`src/wav_header_parse_downmix_assert.svh`:
```
// Assertion helpers shared by the parser modules.
// Both expect clk and arst_n to be visible where they are used.
`ifndef WAV_HEADER_PARSE_DOWNMIX_ASSERT_SVH
`define WAV_HEADER_PARSE_DOWNMIX_ASSERT_SVH

// Same-cycle implication.
`define WAVHPD_ASSERT_NOW(label, ante, cons, msg) \
	label: assert property (@(posedge clk) disable iff (!arst_n) (ante) |-> (cons)) \
		else $error(msg);

// Next-cycle implication.
`define WAVHPD_ASSERT_NEXT(label, ante, cons, msg) \
	label: assert property (@(posedge clk) disable iff (!arst_n) (ante) |=> (cons)) \
		else $error(msg);

`endif

```
`src/wavhpd_pkg.sv`:
```
`default_nettype none

package wavhpd_pkg;

	// Number of tag search attempts before giving up
	localparam int SEARCH_LIMIT = 256;
	localparam int ATT_W = (SEARCH_LIMIT > 1) ? $clog2(SEARCH_LIMIT) : 1;

	// Result kinds
	localparam logic [1:0] KIND_HEADER = 2'd0;
	localparam logic [1:0] KIND_SAMPLE = 2'd1;
	localparam logic [1:0] KIND_ERROR  = 2'd2;

	// Error codes
	localparam logic [1:0] ERR_NONE     = 2'd0;
	localparam logic [1:0] ERR_NOT_RIFF = 2'd1;
	localparam logic [1:0] ERR_NO_DATA  = 2'd2;

	// Format codes
	localparam logic [2:0] FMT_UNSUPPORTED = 3'd0;
	localparam logic [2:0] FMT_MONO8       = 3'd1;
	localparam logic [2:0] FMT_MONO16      = 3'd2;
	localparam logic [2:0] FMT_STEREO8     = 3'd3;
	localparam logic [2:0] FMT_STEREO16    = 3'd4;

	// Little-endian tag words
	localparam logic [31:0] TAG_RIFF = 32'h4646_4952;
	localparam logic [31:0] TAG_WAVE = 32'h4556_4157;
	localparam logic [31:0] TAG_FMT  = 32'h2074_6D66;

	typedef struct packed {
		logic [1:0]         result_kind;
		logic [1:0]         error_code;
		logic [1:0]         warning_flags;
		logic [2:0]         format_code;
		logic [15:0]        audio_format_tag;
		logic [15:0]        channel_count;
		logic [31:0]        sample_rate;
		logic [31:0]        byte_rate;
		logic [15:0]        bits_per_sample;
		logic [31:0]        data_length;
		logic signed [15:0] sample_value;
		logic               sample_last;
	} result_t;

endpackage

`default_nettype wire

```
`src/wavhpd_in_if.sv`:
```
`default_nettype none

interface wavhpd_in_if;
	logic       valid;
	logic       ready;
	logic [7:0] data_byte;
	logic       file_start;

	modport source (output valid, output data_byte, output file_start, input ready);
	modport sink (input valid, input data_byte, input file_start, output ready);
endinterface

`default_nettype wire

```
`src/wavhpd_out_if.sv`:
```
`default_nettype none

interface wavhpd_out_if;
	logic               valid;
	logic               ready;
	logic [1:0]         result_kind;
	logic [1:0]         error_code;
	logic [1:0]         warning_flags;
	logic [2:0]         format_code;
	logic [15:0]        audio_format_tag;
	logic [15:0]        channel_count;
	logic [31:0]        sample_rate;
	logic [31:0]        byte_rate;
	logic [15:0]        bits_per_sample;
	logic [31:0]        data_length;
	logic signed [15:0] sample_value;
	logic               sample_last;

	modport source (
		output valid, output result_kind, output error_code, output warning_flags,
		output format_code, output audio_format_tag, output channel_count,
		output sample_rate, output byte_rate, output bits_per_sample,
		output data_length, output sample_value, output sample_last,
		input ready
	);
	modport sink (
		input valid, input result_kind, input error_code, input warning_flags,
		input format_code, input audio_format_tag, input channel_count,
		input sample_rate, input byte_rate, input bits_per_sample,
		input data_length, input sample_value, input sample_last,
		output ready
	);
endinterface

`default_nettype wire

```
`src/wavhpd_in_stage.sv`:
```
`default_nettype none

module wavhpd_in_stage
	import wavhpd_pkg::*;
(
	input  wire logic  clk,
	input  wire logic  arst_n,
	wavhpd_in_if.sink  bytes,
	input  wire logic  down_ready,
	output logic       go,
	output logic [7:0] byte_s1,
	output logic       start_s1
);

	logic v_s1;

	// Advance the held beat whenever the result side can take its outcome
	assign go          = v_s1 && down_ready;
	assign bytes.ready = !v_s1 || go;

	// Hold valid
	always_ff @(posedge clk or negedge arst_n) begin
		if (!arst_n) begin
			v_s1 <= 1'b0;
		end else if (bytes.ready) begin
			v_s1 <= bytes.valid;
		end
	end

	// Capture payload on accept
	always_ff @(posedge clk) begin
		if (bytes.valid && bytes.ready) begin
			byte_s1  <= bytes.data_byte;
			start_s1 <= bytes.file_start;
		end
	end

endmodule

`default_nettype wire

```
`src/wavhpd_core.sv`:
```
`default_nettype none

`include "wav_header_parse_downmix_assert.svh"

module wavhpd_core
	import wavhpd_pkg::*;
(
	input  wire logic       clk,
	input  wire logic       arst_n,
	input  wire logic       cfg_we,
	input  wire logic       cfg_wdata,
	input  wire logic       go,
	input  wire logic [7:0] byte_s1,
	input  wire logic       start_s1,
	output logic            res_vld,
	output result_t         res
);

	typedef enum logic [3:0] {
		PH_RIFF, PH_RSIZE, PH_WAVE, PH_FMT, PH_FSIZE, PH_AFMT, PH_CHAN, PH_RATE,
		PH_BRATE, PH_ALIGN, PH_BITS, PH_SEARCH, PH_DSIZE, PH_DATA, PH_IDLE
	} phase_t;

	function automatic logic [7:0] tag_char(input logic [1:0] pos);
		logic [7:0] c;
		case (pos)
			2'd0:    c = 8'h64;
			2'd1:    c = 8'h61;
			2'd2:    c = 8'h74;
			default: c = 8'h61;
		endcase
		return c;
	endfunction

	function automatic logic [2:0] fmt_of(input logic [15:0] ch, input logic [15:0] bits);
		logic [2:0] f;
		f = FMT_UNSUPPORTED;
		if (ch == 16'd1) f = (bits == 16'd8) ? FMT_MONO8 : FMT_MONO16;
		if (ch == 16'd2) f = (bits == 16'd8) ? FMT_STEREO8 : FMT_STEREO16;
		return f;
	endfunction

	// Control state
	phase_t           phase_q, phase_d, ph_e;
	logic [1:0]       idx_q, idx_d, idx_e;
	logic [31:0]      shift_q, shift_d, shift_e;
	logic [1:0]       tpos_q, tpos_d, tpos_e;
	logic [ATT_W-1:0] att_q, att_d, att_e;
	logic [31:0]      rem_q, rem_d, rem_e;
	logic [1:0]       warn_q, warn_d, warn_e;
	logic [2:0]       fsz_q, fsz_d, fsz_e;
	logic             dmx_q;

	// Header and frame payload
	logic [15:0] afmt_q, chan_q, bits_q;
	logic [31:0] rate_q, brate_q;
	logic [7:0]  fb_q [3];
	logic        wr_afmt, wr_chan, wr_rate, wr_brate, wr_bits, wr_fb;
	logic [1:0]  fb_idx;

	logic [31:0] full;
	logic        two_byte, field_last;
	logic [31:0] rem_m1;
	logic [2:0]  fmt;
	logic [16:0] sum8, sum16, sum, adj;

	// Restart overrides the held state for this beat
	always_comb begin
		ph_e    = start_s1 ? PH_RIFF : phase_q;
		idx_e   = start_s1 ? 2'd0 : idx_q;
		shift_e = start_s1 ? 32'd0 : shift_q;
		tpos_e  = start_s1 ? 2'd0 : tpos_q;
		att_e   = start_s1 ? '0 : att_q;
		rem_e   = start_s1 ? 32'd0 : rem_q;
		warn_e  = start_s1 ? 2'd0 : warn_q;
		fsz_e   = start_s1 ? 3'd1 : fsz_q;
	end

	// Field assembly and averaging helpers
	assign full       = shift_e | (32'(byte_s1) << {idx_e, 3'b000});
	assign two_byte   = (ph_e == PH_AFMT) || (ph_e == PH_CHAN) ||
	                    (ph_e == PH_ALIGN) || (ph_e == PH_BITS);
	assign field_last = two_byte ? (idx_e == 2'd1) : (idx_e == 2'd3);
	assign rem_m1     = rem_e - 32'd1;
	assign fmt        = fmt_of(chan_q, bits_q);
	assign sum8       = {{9{fb_q[0][7]}}, fb_q[0]} + {{9{byte_s1[7]}}, byte_s1};
	assign sum16      = {fb_q[1][7], fb_q[1], fb_q[0]} + {byte_s1[7], byte_s1, fb_q[2]};
	assign sum        = (fsz_e == 3'd2) ? sum8 : sum16;
	assign adj        = sum + {16'd0, sum[16]};

	// Step the parser by one byte
	always_comb begin
		phase_d  = ph_e;
		idx_d    = idx_e;
		shift_d  = shift_e;
		tpos_d   = tpos_e;
		att_d    = att_e;
		rem_d    = rem_e;
		warn_d   = warn_e;
		fsz_d    = fsz_e;
		wr_afmt  = 1'b0;
		wr_chan  = 1'b0;
		wr_rate  = 1'b0;
		wr_brate = 1'b0;
		wr_bits  = 1'b0;
		wr_fb    = 1'b0;
		fb_idx   = idx_e;
		res      = '0;
		res_vld  = 1'b0;
		case (ph_e)
			PH_IDLE: begin
			end
			PH_DATA: begin
				rem_d = rem_m1;
				if ((3'(idx_e) + 3'd1) < fsz_e) begin
					wr_fb = (idx_e != 2'd3);
					idx_d = idx_e + 2'd1;
					if (rem_m1 == 32'd0) phase_d = PH_IDLE;
				end else begin
					idx_d           = 2'd0;
					res_vld         = 1'b1;
					res.result_kind = KIND_SAMPLE;
					if (fsz_e == 3'd1) res.sample_value = {8'd0, byte_s1};
					else res.sample_value = adj[16:1];
					res.sample_last = (rem_m1 < 32'(fsz_e));
					if (rem_m1 < 32'(fsz_e)) phase_d = PH_IDLE;
				end
			end
			PH_SEARCH: begin
				if (byte_s1 == tag_char(tpos_e)) begin
					if (tpos_e == 2'd3) begin
						tpos_d  = 2'd0;
						phase_d = PH_DSIZE;
						idx_d   = 2'd0;
						shift_d = 32'd0;
					end else begin
						tpos_d = tpos_e + 2'd1;
					end
				end else begin
					tpos_d = 2'd0;
					if (att_e == ATT_W'(SEARCH_LIMIT - 1)) begin
						res_vld           = 1'b1;
						res.result_kind   = KIND_ERROR;
						res.error_code    = ERR_NO_DATA;
						res.warning_flags = warn_e;
						phase_d           = PH_IDLE;
					end else begin
						att_d = att_e + 1'b1;
					end
				end
			end
			default: begin
				shift_d = full;
				if (!field_last) begin
					idx_d = idx_e + 2'd1;
				end else begin
					idx_d    = 2'd0;
					shift_d  = 32'd0;
					wr_afmt  = (ph_e == PH_AFMT);
					wr_chan  = (ph_e == PH_CHAN);
					wr_rate  = (ph_e == PH_RATE);
					wr_brate = (ph_e == PH_BRATE);
					wr_bits  = (ph_e == PH_BITS);
					if (ph_e == PH_WAVE && full != TAG_WAVE) warn_d = warn_e | 2'b01;
					if (ph_e == PH_FMT && full != TAG_FMT) warn_d = warn_e | 2'b10;
					if (ph_e == PH_RIFF && full != TAG_RIFF) begin
						// Not a RIFF file: fatal
						res_vld           = 1'b1;
						res.result_kind   = KIND_ERROR;
						res.error_code    = ERR_NOT_RIFF;
						res.warning_flags = warn_e;
						phase_d           = PH_IDLE;
					end else if (ph_e == PH_DSIZE) begin
						// Data length known: report the header and enter the data unless it is shorter than one frame
						res_vld              = 1'b1;
						res.result_kind      = KIND_HEADER;
						res.warning_flags    = warn_e;
						res.format_code      = fmt;
						res.audio_format_tag = afmt_q;
						res.channel_count    = chan_q;
						res.sample_rate      = rate_q;
						res.byte_rate        = brate_q;
						res.bits_per_sample  = bits_q;
						res.data_length      = full;
						fsz_d = 3'd1;
						if (dmx_q && fmt == FMT_STEREO8) fsz_d = 3'd2;
						if (dmx_q && fmt == FMT_STEREO16) fsz_d = 3'd4;
						rem_d   = full;
						phase_d = (full < 32'(fsz_d)) ? PH_IDLE : PH_DATA;
					end else begin
						phase_d = phase_t'(ph_e + 4'd1);
						if (ph_e == PH_BITS) begin
							tpos_d = 2'd0;
							att_d  = '0;
						end
					end
				end
			end
		endcase
	end

	// Hold control state, advance on each beat
	always_ff @(posedge clk or negedge arst_n) begin
		if (!arst_n) begin
			phase_q <= PH_RIFF;
			idx_q   <= 2'd0;
			shift_q <= 32'd0;
			tpos_q  <= 2'd0;
			att_q   <= '0;
			rem_q   <= 32'd0;
			warn_q  <= 2'd0;
			fsz_q   <= 3'd1;
			dmx_q   <= 1'b0;
		end else begin
			if (cfg_we) dmx_q <= cfg_wdata;
			if (go) begin
				phase_q <= phase_d;
				idx_q   <= idx_d;
				shift_q <= shift_d;
				tpos_q  <= tpos_d;
				att_q   <= att_d;
				rem_q   <= rem_d;
				warn_q  <= warn_d;
				fsz_q   <= fsz_d;
			end
		end
	end

	// Store header fields and partial frame bytes
	always_ff @(posedge clk) begin
		if (go) begin
			if (wr_afmt) afmt_q <= full[15:0];
			if (wr_chan) chan_q <= full[15:0];
			if (wr_rate) rate_q <= full;
			if (wr_brate) brate_q <= full;
			if (wr_bits) bits_q <= full[15:0];
			if (wr_fb) fb_q[fb_idx] <= byte_s1;
		end
	end

	`WAVHPD_ASSERT_NOW(a_fsz_onehot, 1'b1, $onehot(fsz_q), "frame size not 1, 2 or 4")
	`WAVHPD_ASSERT_NOW(a_idle_quiet, go && phase_q == PH_IDLE && !start_s1, !res_vld,
		"result produced while idle")
	`WAVHPD_ASSERT_NEXT(a_err_idle, go && res_vld && res.result_kind == KIND_ERROR,
		phase_q == PH_IDLE, "parser not idle after error")

endmodule

`default_nettype wire

```
`src/wavhpd_out_stage.sv`:
```
`default_nettype none

`include "wav_header_parse_downmix_assert.svh"

module wavhpd_out_stage
	import wavhpd_pkg::*;
(
	input  wire logic     clk,
	input  wire logic     arst_n,
	input  wire logic     load,
	input  wire result_t  din,
	output logic          up_ready,
	wavhpd_out_if.source  results
);

	logic    v_s2;
	result_t res_s2;

	// Free when empty or draining this cycle
	assign up_ready = !v_s2 || results.ready;

	// Hold valid until the beat is taken
	always_ff @(posedge clk or negedge arst_n) begin
		if (!arst_n) begin
			v_s2 <= 1'b0;
		end else if (load) begin
			v_s2 <= 1'b1;
		end else if (results.ready) begin
			v_s2 <= 1'b0;
		end
	end

	always_ff @(posedge clk) begin
		if (load) res_s2 <= din;
	end

	// Drive the channel
	assign results.valid            = v_s2;
	assign results.result_kind      = res_s2.result_kind;
	assign results.error_code       = res_s2.error_code;
	assign results.warning_flags    = res_s2.warning_flags;
	assign results.format_code      = res_s2.format_code;
	assign results.audio_format_tag = res_s2.audio_format_tag;
	assign results.channel_count    = res_s2.channel_count;
	assign results.sample_rate      = res_s2.sample_rate;
	assign results.byte_rate        = res_s2.byte_rate;
	assign results.bits_per_sample  = res_s2.bits_per_sample;
	assign results.data_length      = res_s2.data_length;
	assign results.sample_value     = res_s2.sample_value;
	assign results.sample_last      = res_s2.sample_last;

	`WAVHPD_ASSERT_NOW(a_no_overwrite, load, !v_s2 || results.ready,
		"pending result overwritten")

endmodule

`default_nettype wire

```
`src/wav_header_parse_downmix.sv`:
```
// Channel   Dir  Beat contents
// bytes     in   data_byte, file_start
// results   out  header / sample / error result fields
// cfg       in   cfg_we, cfg_wdata (downmix enable)
//
// One byte is accepted every cycle while results drain; a byte enters an
// input register and any result it yields moves into the output register.
// The output register stalls the input only while it holds an untaken result.
// arst_n clears the parser to expect a RIFF tag and disables downmix.
`default_nettype none

module wav_header_parse_downmix
	import wavhpd_pkg::*;
(
	input  wire logic     clk,
	input  wire logic     arst_n,
	wavhpd_in_if.sink     bytes,
	wavhpd_out_if.source  results,
	input  wire logic     cfg_we,
	input  wire logic     cfg_wdata
);

	logic       go, down_ready, res_vld;
	logic [7:0] byte_s1;
	logic       start_s1;
	result_t    res;

	wavhpd_in_stage u_in (
		.clk        (clk),
		.arst_n     (arst_n),
		.bytes      (bytes),
		.down_ready (down_ready),
		.go         (go),
		.byte_s1    (byte_s1),
		.start_s1   (start_s1)
	);

	wavhpd_core u_core (
		.clk       (clk),
		.arst_n    (arst_n),
		.cfg_we    (cfg_we),
		.cfg_wdata (cfg_wdata),
		.go        (go),
		.byte_s1   (byte_s1),
		.start_s1  (start_s1),
		.res_vld   (res_vld),
		.res       (res)
	);

	wavhpd_out_stage u_out (
		.clk      (clk),
		.arst_n   (arst_n),
		.load     (go && res_vld),
		.din      (res),
		.up_ready (down_ready),
		.results  (results)
	);

endmodule

`default_nettype wire

```
`src/flat_wrapper.sv`:
```
// flat-port wrapper written by rule: the top's interface ports become plain ports
module wav_header_parse_downmix_flat import wavhpd_pkg::*;
  (clk, arst_n, cfg_we, cfg_wdata, bytes_valid, bytes_data_byte, bytes_file_start, bytes_ready, results_valid, results_result_kind, results_error_code, results_warning_flags, results_format_code, results_audio_format_tag, results_channel_count, results_sample_rate, results_byte_rate, results_bits_per_sample, results_data_length, results_sample_value, results_sample_last, results_ready);
  wavhpd_in_if bytes_i ();
  wavhpd_out_if results_i ();
  input  wire logic clk;
  input  wire logic arst_n;
  input  wire logic cfg_we;
  input  wire logic cfg_wdata;
  input wire logic [$bits(bytes_i.valid)-1:0] bytes_valid;
  input wire logic [$bits(bytes_i.data_byte)-1:0] bytes_data_byte;
  input wire logic [$bits(bytes_i.file_start)-1:0] bytes_file_start;
  output wire logic [$bits(bytes_i.ready)-1:0] bytes_ready;
  output wire logic [$bits(results_i.valid)-1:0] results_valid;
  output wire logic [$bits(results_i.result_kind)-1:0] results_result_kind;
  output wire logic [$bits(results_i.error_code)-1:0] results_error_code;
  output wire logic [$bits(results_i.warning_flags)-1:0] results_warning_flags;
  output wire logic [$bits(results_i.format_code)-1:0] results_format_code;
  output wire logic [$bits(results_i.audio_format_tag)-1:0] results_audio_format_tag;
  output wire logic [$bits(results_i.channel_count)-1:0] results_channel_count;
  output wire logic [$bits(results_i.sample_rate)-1:0] results_sample_rate;
  output wire logic [$bits(results_i.byte_rate)-1:0] results_byte_rate;
  output wire logic [$bits(results_i.bits_per_sample)-1:0] results_bits_per_sample;
  output wire logic [$bits(results_i.data_length)-1:0] results_data_length;
  output wire logic [$bits(results_i.sample_value)-1:0] results_sample_value;
  output wire logic [$bits(results_i.sample_last)-1:0] results_sample_last;
  input wire logic [$bits(results_i.ready)-1:0] results_ready;
  assign bytes_i.valid = bytes_valid;
  assign bytes_i.data_byte = bytes_data_byte;
  assign bytes_i.file_start = bytes_file_start;
  assign bytes_ready = bytes_i.ready;
  assign results_valid = results_i.valid;
  assign results_result_kind = results_i.result_kind;
  assign results_error_code = results_i.error_code;
  assign results_warning_flags = results_i.warning_flags;
  assign results_format_code = results_i.format_code;
  assign results_audio_format_tag = results_i.audio_format_tag;
  assign results_channel_count = results_i.channel_count;
  assign results_sample_rate = results_i.sample_rate;
  assign results_byte_rate = results_i.byte_rate;
  assign results_bits_per_sample = results_i.bits_per_sample;
  assign results_data_length = results_i.data_length;
  assign results_sample_value = results_i.sample_value;
  assign results_sample_last = results_i.sample_last;
  assign results_i.ready = results_ready;
  wav_header_parse_downmix u_core (.clk(clk), .arst_n(arst_n), .bytes(bytes_i), .results(results_i), .cfg_we(cfg_we), .cfg_wdata(cfg_wdata));
endmodule
```
`config.mk`:
```
export PLATFORM = sky130hd
export DESIGN_NAME = wav_header_parse_downmix_flat
export DESIGN_NICKNAME = d
export VERILOG_FILES = /design/src/wavhpd_pkg.sv /design/src/wavhpd_in_if.sv /design/src/wavhpd_out_if.sv /design/src/wavhpd_in_stage.sv /design/src/wavhpd_core.sv /design/src/wavhpd_out_stage.sv /design/src/wav_header_parse_downmix.sv /design/src/flat_wrapper.sv
export VERILOG_INCLUDE_DIRS = /design/src /design/src/src
export SDC_FILE = /design/constraint.sdc
export NUM_CORES = 1
export LEC_CHECK = 0
export ABC_CLOCK_PERIOD_IN_PS = 10490
export BUFFER_PORTS_ARGS = -buffer_cell sky130_fd_sc_hd__buf_4
export CORE_MARGIN = 4
export CORE_UTILIZATION = 30
export DETAILED_ROUTE_END_ITERATION = 8
export PLACE_DENSITY = 0.48
export SETUP_SLACK_MARGIN = 0.05
export SLEW_MARGIN = 5
export SYNTH_ARGS = -nofsm -noshare
export SYNTH_HDL_FRONTEND = slang
export SYNTH_SLANG_ARGS = --single-unit
```
`constraint.sdc`:
```
create_clock -name clk -period 10.49 [get_ports clk]
set_input_delay 0.5245 -clock clk [delete_from_list [all_inputs] [get_ports clk]]
set_output_delay 0.5245 -clock clk [all_outputs]
set_load 0.02 [all_outputs]
```
==> reports/metrics.csv <==
metric,value,unit
clock-skew-final,0.0170,ns
p_sw_share,31.7,%
ys_seq_area_share,60.0,%
numCtsBuffers,46,
worst_slew_pin_slew,1.38,ns
vias,14295,
start_util,30.2,%
synth-edff-count,315,
wl_per_cell,23.3,µm
period_needed,5.13,ns
clkLatencyLatePin,0.58,ns
required,10.50,ns
cp-start-kind,register,
synthesis.nets,1699,
muxShareOfSynthArea,0.792,%
worstHoldPathType,in -> reg,
dr.pass1.iters,5,
drive_gt1_share,17.2,%
power_frac_comb,21.2,%
htreeDepth,2,
crit_path_max_fanout,170,
netlist_instances,1638,
gp_congestion,0.878,
max-cap-violations,0,
grt_usage,17.4,%
cell_internal_pwr,3.10,mW
power_density,197,nW/µm²
io_pins,187,
power_switching,1.44,mW
drc,0,
finalSetupViolations,0,
finalHoldViolations,0,
viasPerCell,5.34,
clock-sinks,403,
die_area,68900,µm²
rsz0062_at_grt,no,
fin_tns_setup,0,ns
synth_area_per_cell,11.9,µm²
synth-simple-area-share,17.8,%
synth_top_family_by_area,simple AND/OR/NAND/NOR gates,
period_share,48.9,%
grt_overflow,0,
clock_path_buffers,3,
arrival,5.14,ns
crit_type,reg -> reg,
cts-root-buf,clkbuf_16,
antenna_left,0,
power_frac_clock,34.6,%
clkTransAtPathRegs,0.06,ns
outcome,completed,
yosys_most_used_dff,edfxtp_1,
synth_xor_area_share,1.17,%
reg2reg_slack,5.36,ns
wl,62300,µm
nNetsFinal,1847,
syn2layout_area_growth,18.7,%
die_w,262,µm
finalPower,4.54,mW
synth-adder-area-share,3.04,%
p_seq_share,44.1,%
max_slew_margin,7.85,%
rows,93,
synth-seq-cells,403,
synthArstFlopShare,21.8,%
grt_max_degree,171,
core-area,64200,µm²
antenna_found_initial,1,
place_hpwl,41600,µm
irDropWorstVdd,0.0949,mV
cts.repair.resized,0,
clock.fmax,0.195,GHz
synth_compound_area_share,13.9,%
leakage,9.10,nW
yosys_warnings,0,
drt_iter0_drc,1251,
synth_area,19400,µm²
port_buffers,186,
synthDistinctLibCells,92,
finalMaxSlewViolations,0,
grt_pass1_wl,93100,µm
die_y,262,µm
cts_tree,yes,
grt_pass1_vias,13931,
insertedDiodeCount,0,
endpoint_kind,register,
-- synthesized netlist by cell type, types with 5 or more instances --
cell type	n	area [µm²]
clkbuf_1	76	285
o21a_1	15	113
xor2_1	7	61.3
o211ai_1	7	52.6
nor2b_1	24	150
dfrtp_1	87	2180
buf_6	10	113
nor4_1	22	138
and4_1	6	52.6
nor3b_1	22	165
a21o_1	13	97.6
mux2i_1	12	120
buf_1	5	18.8
nand2b_1	13	81.3
ha_1	44	551
or3_1	5	31.3
or4_1	9	67.6
xnor2_1	19	166
a31oi_1	18	113
a21oi_1	81	405
edfxtp_1	315	9460
o21ai_0	92	460
inv_1	33	124
o22ai_1	15	93.8
nor3_1	48	240
and3b_1	5	43.8
nand3b_1	7	52.6
a22o_1	52	455
nand4_1	23	144
o21bai_1	5	37.5
nand3_1	37	185
a21boi_0	5	37.5
nor2_1	89	334
a211oi_1	11	82.6
a22oi_1	6	45.0
and3_1	137	857
nand2_1	119	447
buf_2	10	50.1
o31ai_1	10	75.1
o2111ai_1	7	61.3
o31a_1	5	43.8
and2_1	19	119
-- cell families after synthesis --
kind of cell	Yosys count
AO/OA/AOI/OAI	393
XOR/XNOR	26
multiplexers	15
buffers and inverters	139
flip-flops	403
AND/OR/NAND/NOR	616
adder cells (fa/ha/maj)	46
-- power groups by stage --
stage | logic [mW] | clock network, mW | registers (mW)
after global routing | 1.04 | 1.68 | 2.01
after detailed placement | 0.968 | 0 | 2.03
after floorplan | 0.558 | 0 | 2.05
after global placement | 0.965 | 0 | 2.03
after CTS | 0.970 | 1.62 | 2.00
final | 0.964 | 1.57 | 2.00
-- critical path, stage by stage, from the launching register on --
cell and delay, ns:
edfxtp_1 0.36, buf_4 0.31, inv_6 0.45, nand2_1 0.25
ha_1 0.39, ha_1 0.30, a21o_1 0.15, a21oi_1 0.29
nand2b_1 0.45, inv_1 0.28, nor3_1 0.53, nor2_4 0.09
buf_12 0.21
-- metrics by stage --
| step | utilization [%] | hold slack [ns] | cells | instance area [µm²] | worst slack [ns] |
|---|---|---|---|---|---|
| finish | 35.9 | 0.130 | 2679 | 23100 | 5.36 |
| floorplan | - | 0.229 | 1638 | 19400 | 2.79 |
| global route | 35.9 | 0.110 | 2679 | 23100 | 5.24 |
| detailed placement | 33.6 | 0.464 | 2592 | 21600 | 5.55 |
| CTS | 35.9 | 0.0978 | 2679 | 23100 | 5.55 |
| global placement | 33.6 | 0.457 | 2592 | 21600 | 5.57 |
-- worst paths after layout --
path	cells after the start	startpoint	to
max	12	u_core.u_in.start_s1	u_core.u_out.results.data_length[26]
min	1	bytes_data_byte[5]	u_core.u_in.byte_s1[5]
max reg2reg	12	u_core.u_in.start_s1	u_core.u_out.results.data_length[26]
min reg2reg	2	u_core.u_core.tpos_q[1]	u_core.u_core.tpos_q[1]
max in group asynchronous	3	arst_n	u_core.u_core.shift_q[9]
min in group asynchronous	2	arst_n	u_core.u_core.rem_q[27]
-- timing repair --
action / in CTS / in global routing
hold buffers: 1 / 0
setup buffers: 0 / 0
hold endpoints to repair: 22 / 0
-- routing by layer --
metal / up-vias / track usage [%] / part of all wire [%]
li1: 6571 / - / -
met4: 0 / 4.36 / 2.3
met2: 488 / 28.7 / 47
met1: 7153 / 24.0 / 45
met5: - / 0 / 0
met3: 83 / 2.77 / 5.3
-- flip-flops by register name (all words and copies together) (netlist names), 3 cells and up --
register / count
u_core.u_core.brate_q: 32
u_core.u_out.results.byte_rate: 32
u_core.u_in.byte_s1: 8
u_core.u_core.fsz_q: 3
u_core.u_out.results.sample_value: 16
u_core.u_core.phase_q: 4
u_core.u_core.bits_q: 16
u_core.u_core.rem_q: 32
u_core.u_out.results.channel_count: 16
u_core.u_core.chan_q: 16
u_core.u_out.results.format_code: 3
u_core.u_core.rate_q: 32
u_core.u_core.att_q: 8
u_core.u_core.shift_q: 32
u_core.u_core.fb_q: 24
u_core.u_out.results.sample_rate: 32
u_core.u_out.results.audio_format_tag: 16
u_core.u_core.afmt_q: 16
u_core.u_out.results.bits_per_sample: 16
u_core.u_out.results.data_length: 32
-- area by class of cell --
type / count / area [µm²]
clock inverters: 29 / 240
inverters: 34 / 133
clock buffers: 57 / 1220
fillers: 6321 / 41200
multi-input cells: 1096 / 7170
repair buffers: 205 / 1550
well taps: 855 / 1070
flip-flops and latches: 403 / 11700
-- layout by cell type, fill, tap and decap left out, types with 19 or more instances in the layout --
master     Yosys  layout
nand4_1       23      23
nor3b_1       22      22
nor2_1        89      85
clkbuf_16      0      47
inv_1         33      33
a21oi_1       81      81
xnor2_1       19      19
nand3_1       37      37
ha_1          44      44
nor2b_1       24      24
buf_4          4     203
nand2_1      119     119
o21ai_0       92      92
and3_1       137     136
edfxtp_1     315     315
dfrtp_1       87      87
a22o_1        52      52
nor4_1        22      22
nor3_1        48      47
Note: power is estimated with default switching activity, not from simulation.
